File: config.mk
export PLATFORM = sky130hd
export DESIGN_NAME = ddo_front
export DESIGN_NICKNAME = d
export VERILOG_FILES = /design/src/rtl/core/ddo_pkg.sv /design/src/rtl/core/ddo_front.sv
export SDC_FILE = /design/constraint.sdc
export NUM_CORES = 1
export LEC_CHECK = 0
export ABC_AREA = 1
export BUFFER_PORTS_ARGS = -buffer_cell sky130_fd_sc_hd__buf_4
export CORE_ASPECT_RATIO = 1.1
export CORE_MARGIN = 1.5
export CORE_UTILIZATION = 63
export CTS_CLUSTER_SIZE = 8
export DETAILED_ROUTE_END_ITERATION = 10
export PLACE_DENSITY = 0.87
export SLEW_MARGIN = 30
export SYNTH_ARGS = -nofsm -noshare
export SYNTH_HDL_FRONTEND = slang
export SYNTH_SLANG_ARGS = --single-unit
File: constraint.sdc
create_clock -name clk_i -period 3.3 [get_ports clk_i]
set_clock_uncertainty 0.1 [all_clocks]
set_input_delay 0.825 -clock clk_i [delete_from_list [all_inputs] [get_ports clk_i]]
set_output_delay 0.825 -clock clk_i [all_outputs]
set_load 0.02 [all_outputs]
File: src/rtl/core/ddo_pkg.sv
// ddo_pkg: shared types and constants for the differential drive odometry block
// no dependencies
package ddo_pkg;

  localparam int unsigned CfgWidth = 24;
  localparam int unsigned PosWidth = 48;

  localparam logic [0:0] RegTravel = 1'b0;
  localparam logic [0:0] RegTurn   = 1'b1;

  localparam logic [23:0] TravelReset = 24'd28149;
  localparam logic [23:0] TurnReset   = 24'd2908789;

  localparam logic signed [33:0] CordicK = 34'sd652032874;

  typedef struct packed {
    logic signed [31:0] left_count;
    logic signed [31:0] right_count;
  } in_item_t;

  typedef struct packed {
    logic signed [47:0] pos_x;
    logic signed [47:0] pos_y;
    logic [15:0]        heading;
  } out_item_t;

  // one queue entry between front and back: the wheel count changes
  typedef struct packed {
    logic signed [31:0] dl;
    logic signed [31:0] dr;
  } delta_t;

  function automatic logic [31:0] atan_lut(input logic [4:0] i);
    logic [31:0] r;
    case (i)
      5'd0:  r = 32'h20000000;
      5'd1:  r = 32'h12E4051E;
      5'd2:  r = 32'h09FB385B;
      5'd3:  r = 32'h051111D4;
      5'd4:  r = 32'h028B0D43;
      5'd5:  r = 32'h0145D7E1;
      5'd6:  r = 32'h00A2F61E;
      5'd7:  r = 32'h00517C55;
      5'd8:  r = 32'h0028BE53;
      5'd9:  r = 32'h00145F2F;
      5'd10: r = 32'h000A2F98;
      5'd11: r = 32'h000517CC;
      5'd12: r = 32'h00028BE6;
      5'd13: r = 32'h000145F3;
      5'd14: r = 32'h0000A2FA;
      5'd15: r = 32'h0000517D;
      5'd16: r = 32'h000028BE;
      5'd17: r = 32'h0000145F;
      5'd18: r = 32'h00000A30;
      5'd19: r = 32'h00000518;
      5'd20: r = 32'h0000028C;
      5'd21: r = 32'h00000146;
      5'd22: r = 32'h000000A3;
      5'd23: r = 32'h00000051;
      default: r = 32'h00000000;
    endcase
    return r;
  endfunction

endpackage

File: src/rtl/core/ddo_front.sv
// ddo_front: accepts encoder counts and forms wrapped count changes
// depends on ddo_pkg
module ddo_front (
  input  logic              clk_i,
  input  logic              rst_ni,
  input  logic              in_valid_i,
  output logic              in_ready_o,
  input  ddo_pkg::in_item_t in_data_i,
  output logic              q_valid_o,
  input  logic              q_ready_i,
  output ddo_pkg::delta_t   q_data_o
);
  import ddo_pkg::*;

  logic [31:0] last_l_q, last_r_q;
  logic        full_q;
  delta_t      ent_q;
  logic        acc;

  assign in_ready_o = !full_q || q_ready_i;
  assign acc        = in_valid_i && in_ready_o;
  assign q_valid_o  = full_q;
  assign q_data_o   = ent_q;

  always_ff @(posedge clk_i or negedge rst_ni) begin
    if (!rst_ni) begin
      last_l_q <= '0;
      last_r_q <= '0;
      full_q   <= 1'b0;
    end else begin
      if (acc) begin
        last_l_q <= in_data_i.left_count;
        last_r_q <= in_data_i.right_count;
        full_q   <= 1'b1;
      end else if (q_ready_i) begin
        full_q <= 1'b0;
      end
    end
  end

  always_ff @(posedge clk_i) begin
    if (acc) begin
      ent_q.dl <= in_data_i.left_count - last_l_q;
      ent_q.dr <= in_data_i.right_count - last_r_q;
    end
  end

endmodule

==> Word level (Yosys, flattened, before mapping) <==
Cells that the tools add are included.
{ "word_totals": {"reg_bits": 129, "latchBits": 0, "ramBits": 0, "rom_bits": 0, "inputBits": 68, "out_inout_bits": 66, "wordCells": 13, "mem_count": 0} }
{ "classes": {"addsub": 2, "n_mul": 0, "div_mod_pow": 0, "n_lt_le_gt_ge": 0, "n_eq_ne": 0, "shifts": 0, "n_mux": 2, "bitwise_logic": 0, "n_reduce_logical": 4} }
{ "ops": {"columns": ["operator", "n"], "rows": [
  ["subtractor 32 bit", 2],
  ["two-way mux 1 bit", 2],
  ["nonzero test 2 bit", 1],
  ["logical AND 1 bit", 1],
  ["zero test 1 bit", 1],
  ["logical OR 1 bit", 1]
]} }

==> Depth between registers and ports, before layout <==
{ "logic_depth": {"depth_word": 4, "ltp_mapped": 13, "depth_no_buf": 13} }

==> Least setup slack after synthesis <==
No wires, ideal clock.
{ "synth_timing": {"path_kind": "input to register", "from": "input port q_ready_i", "to": "register ent_q (netlist bit q_data_o[0]), enable pin", "setup_ns": 0.395, "t_arrival_ns": 2.267, "required_ns": 2.805, "setup_slack_ns": 0.538, "cell_stages": 6, "n_path_buf": 2, "cell_sequence": "inv_1 -> nand2_1 -> nand2_1 -> inv_2 -> buf_2 -> buf_2"} }
{ "synth_via": {"elab_chain_cells": 2} }
{ "synth_lines": {"columns": ["item", "line_no", "source"], "rows": [
  ["from (decl)", "ddo_front.sv:10", "input logic q_ready_i,"],
  ["logical OR 1 bit", "ddo_front.sv:20", "assign in_ready_o = !full_q || q_ready_i;"],
  ["named net in_ready_o", "ddo_front.sv:7", "output logic in_ready_o,"],
  ["logical AND 1 bit", "ddo_front.sv:21", "assign acc = in_valid_i && in_ready_o;"],
  ["named net acc", "ddo_front.sv:18", "logic acc;"],
  ["to (decl)", "ddo_front.sv:17", "delta_t ent_q;"]
]} }
The timed path passes the listed nets, and every way through them passes these cells.
A chain may end at the register's enable or synchronous reset.

==> Final worst setup path <==
{ "layout_timing": {"from": "input port in_data_i[0] in the netlist's numbering", "to": "register ent_q (netlist bit q_data_o[28]), data pin"} }
{ "layout_via": {"elab_chain_cells": 1} }
{ "layout_lines": {"columns": ["item", "line_no", "source"], "rows": [
  ["from (decl)", "ddo_front.sv:8", "input ddo_pkg::in_item_t in_data_i,"],
  ["subtractor 32 bit", "ddo_front.sv:44", "ent_q.dr <= in_data_i.right_count - last_r_q;"]
]} }
Every way passes these cells.

==> out/metrics.yaml <==
run_status:
  outcome: "finished clean"
synthesis:
  yosysWarnings: 0
  mappedNetlistArea_mm2: 0.009195
  netlist_instances: 1347
  postSynthAreaPerCell_um2: 6.826
  syn-num-nets: 1479
  synth_seq_cells: 129
  ys_seq_area_share_pct: 38.59
  synth_cell_types: 28
place:
  dp_slack_ps: 530.2
  post-dp-hpwl_um: 16780
  io_buffers: 133
  dpl_cell_area_mm2: 0.01040
  gp_congestion: 0.9414
cells_and_area:
  utilization_pct: 76.62
  drive_above_1_share_pct: 12.27
  area_growth_pct: 19.42
  num-nets-final: 1619
  antenna_cells: 0
  final_cell_area_mm2: 0.01098
drt:
  ant_nets: 0
  num_vias: 8512
  drt_iter0_markers: 557
  wl_met1_um: 8755
  wire_per_inst_um: 13.02
  wl_met3_um: 1104
  drc: 0
  routed.top_layer: "met4"
  wl_met2_um: 11150
  avgViaCountPerCell: 5.031
  drt-total-wl_um: 22020
  firstDrtPassIters: 5
setup_path:
  r2r_cells: 10
  crit_path_end_kind: "flop"
  crit_arrival_ps: 2460
  crit_required_ps: 3380
  cp_max_fo: 3
  startpoint_type: "input pin"
  rrSetupSlack_ps: 1060
  path_class: "in2reg"
  r2r_start: "last_r_q[0]"
  worst_r2r_endpoint: "q_data_o[28]"
clocking:
  clk_latency_ps: 430
  root_buffer: "clkbuf_16"
  cts_resized: 0
  clock-sinks: 129
  clk_pin_slew_ps: 60
  tritoncts: "yes"
  clock_path_buffers: 2
  postCtsHoldBufs: 0
  cts_buffers: 17
  htree_levels: 4
  cts_setup_buffers: 0
power_and_ir_drop:
  pwr-share-comb_pct: 36.4
  total_power_w: 0.006307
  p_int_w: 0.004061
  pwr-share-seq_pct: 33.7
  ir_drop_mv: 0.3573
  swShare_pct: 35.61
  powerDensity_mw_per_mm2: 574.4
  clkPwrFrac_pct: 30.0
  power_leakage_nw: 6.343
  p_sw_w: 0.002246
timing:
  drv_slew: 0
  fmax_mhz: 420.2
  fin_crit_sh_pct: 72.12
  max_slew.worst_pin.slew_ps: 654.8
  hold_viol: 0
  grt_setup_unrepaired: "false"
  fin_ws_ps: 920.1
  maxSlewHeadroom_pct: 56.35
  setup_viol: 0
  fin_setup_tns_ps: 0
  fin_crit_ps: 2380
floorplanning:
  die_height_um: 129.7
  initial_utilization_pct: 64.16
  rows: 46
  io-pin-count: 134
  dieArea_mm2: 0.01533
  core-area_mm2: 0.01433
  die_w_um: 118.2
run:
  drv_cap: 0
global_routing:
  grt_usage_pct: 29.77
  grt_pass1_vias: 8184
  antenna_found_initial: 0
  grt_max_degree: 115
  grt_first_pass_wirelength_um: 36200
  overflow: 0
worst_hold_path:
  min_path_type: "in2async"
## Yosys cell counts
cell        n  area (um2)
nor3_1      4       20.02
a21o_1      2       15.01
xnor2_1     3       26.28
nand3_1    50       250.2
fa_1        2       40.04
a21oi_1    41       205.2
inv_1     300        1126
o21ai_0    62       310.3
nand2_1   531        1993
xor2_1     28       245.2
a21oi_2     1       8.760
o21bai_1    3       22.52
inv_2       2       7.510
nor2_2      3       18.77
nor2_1     77       289.0
nand2_4     1       11.26
o21bai_2    1       11.26
clkbuf_1    5       18.77
dfrtp_1    65        1627
buf_4       1       7.510
and2_1      2       12.51
or2_1       1       6.260
nand4_1    10       62.56
edfxtp_1   64        1922
buf_2       9       45.04
nand2_2    14       87.58
nand3_2     3       30.03
ha_1       62       775.7
## critical path, stage by stage
cell and delay [ps]:
buf_4 80, inv_1 40, ha_1 230, fa_1 420, inv_1 130, nand3_1 70
nand3_1 150, nand3_1 100, nand3_1 180, nand2_1 100, nand3_1 90, nand2_1 50
## layout by cell type (no fill, tap or decap), drive strengths merged
| cell type | n |
|---|---|
| nand2 | 546 |
| inv | 302 |
| buf | 136 |
| nor2 | 80 |
| dfrtp | 65 |
| edfxtp | 64 |
| o21ai | 62 |
| ha | 62 |
| nand3 | 53 |
| a21oi | 42 |
| xor2 | 28 |
| clkbuf | 25 |
| nand4 | 10 |
| nor3 | 4 |
| o21bai | 4 |
| clkinv | 4 |
| xnor2 | 3 |
| bufinv | 3 |
| and2 | 2 |
| a21o | 2 |
| fa | 2 |
| or2 | 1 |
## worst max path at each step
stage,slack [ps],to,start
2_1_floorplan,540,q_data_o[0],q_ready_i
3_3_place_gp,560,q_data_o[60],in_data_i[32]
3_5_place_dp,530,q_data_o[60],in_data_i[32]
4_1_cts,940,q_data_o[28],in_data_i[0]
5_1_grt,810,q_data_o[60],in_data_i[32]
6_report,920,q_data_o[28],in_data_i[0]
## flip-flops by register name, indices dropped and copies added, names as in the netlist
name	cells
q_data_o	64
q_valid_o	1
last_l_q	32
last_r_q	32
## area by class of cell
class	instances	area, um2
Tap cell	192	240.2
Sequential cell	129	3548
Clock buffer	25	465.4
Fill cell	1127	3351
Multi-Input combinational cell	901	4442
Timing Repair Buffer	136	1037
Inverter	302	1136
Clock inverter	7	111.4
## power groups by stage
stage	registers (W)	logic, W	clock network, W
2_1_floorplan	0.00232	0.00138	0
3_3_place_gp	0.00214	0.00220	0
3_5_place_dp	0.00215	0.00226	0
4_1_cts	0.00212	0.00228	0.00190
5_1_grt	0.00215	0.00257	0.00195
6_report	0.00212	0.00229	0.00189
## through the flow
| step | cells | hold slack [ps] |
|---|---|---|
| 3_5_place_dp | 1660 | 381.8 |
| 4_1_cts | 1692 | 402.9 |
| 2_1_floorplan | 1347 | 357.0 |
| 5_1_grt | 1692 | 359.7 |
| 3_3_place_gp | 1660 | 379.1 |
| 6_report | 1692 | 299.3 |
## routing by layer
metal  track usage, %  up-vias
met5                0        -
met4            16.93        0
met1            33.19     3800
li1                 -     4365
met3            4.939       71
met2            54.48      276
## cell families after synthesis
logic type	after synthesis	synth area share [%]
buffers and inverters	317	13.10
xor gates and xnor gates	31	2.953
AOI/OAI and AO/OA	110	6.232
DFF	129	38.59
and+or+nand+nor	696	30.25
adders and majority gates	64	8.872
No activity file was read; power rests on OpenSTA's default activity.
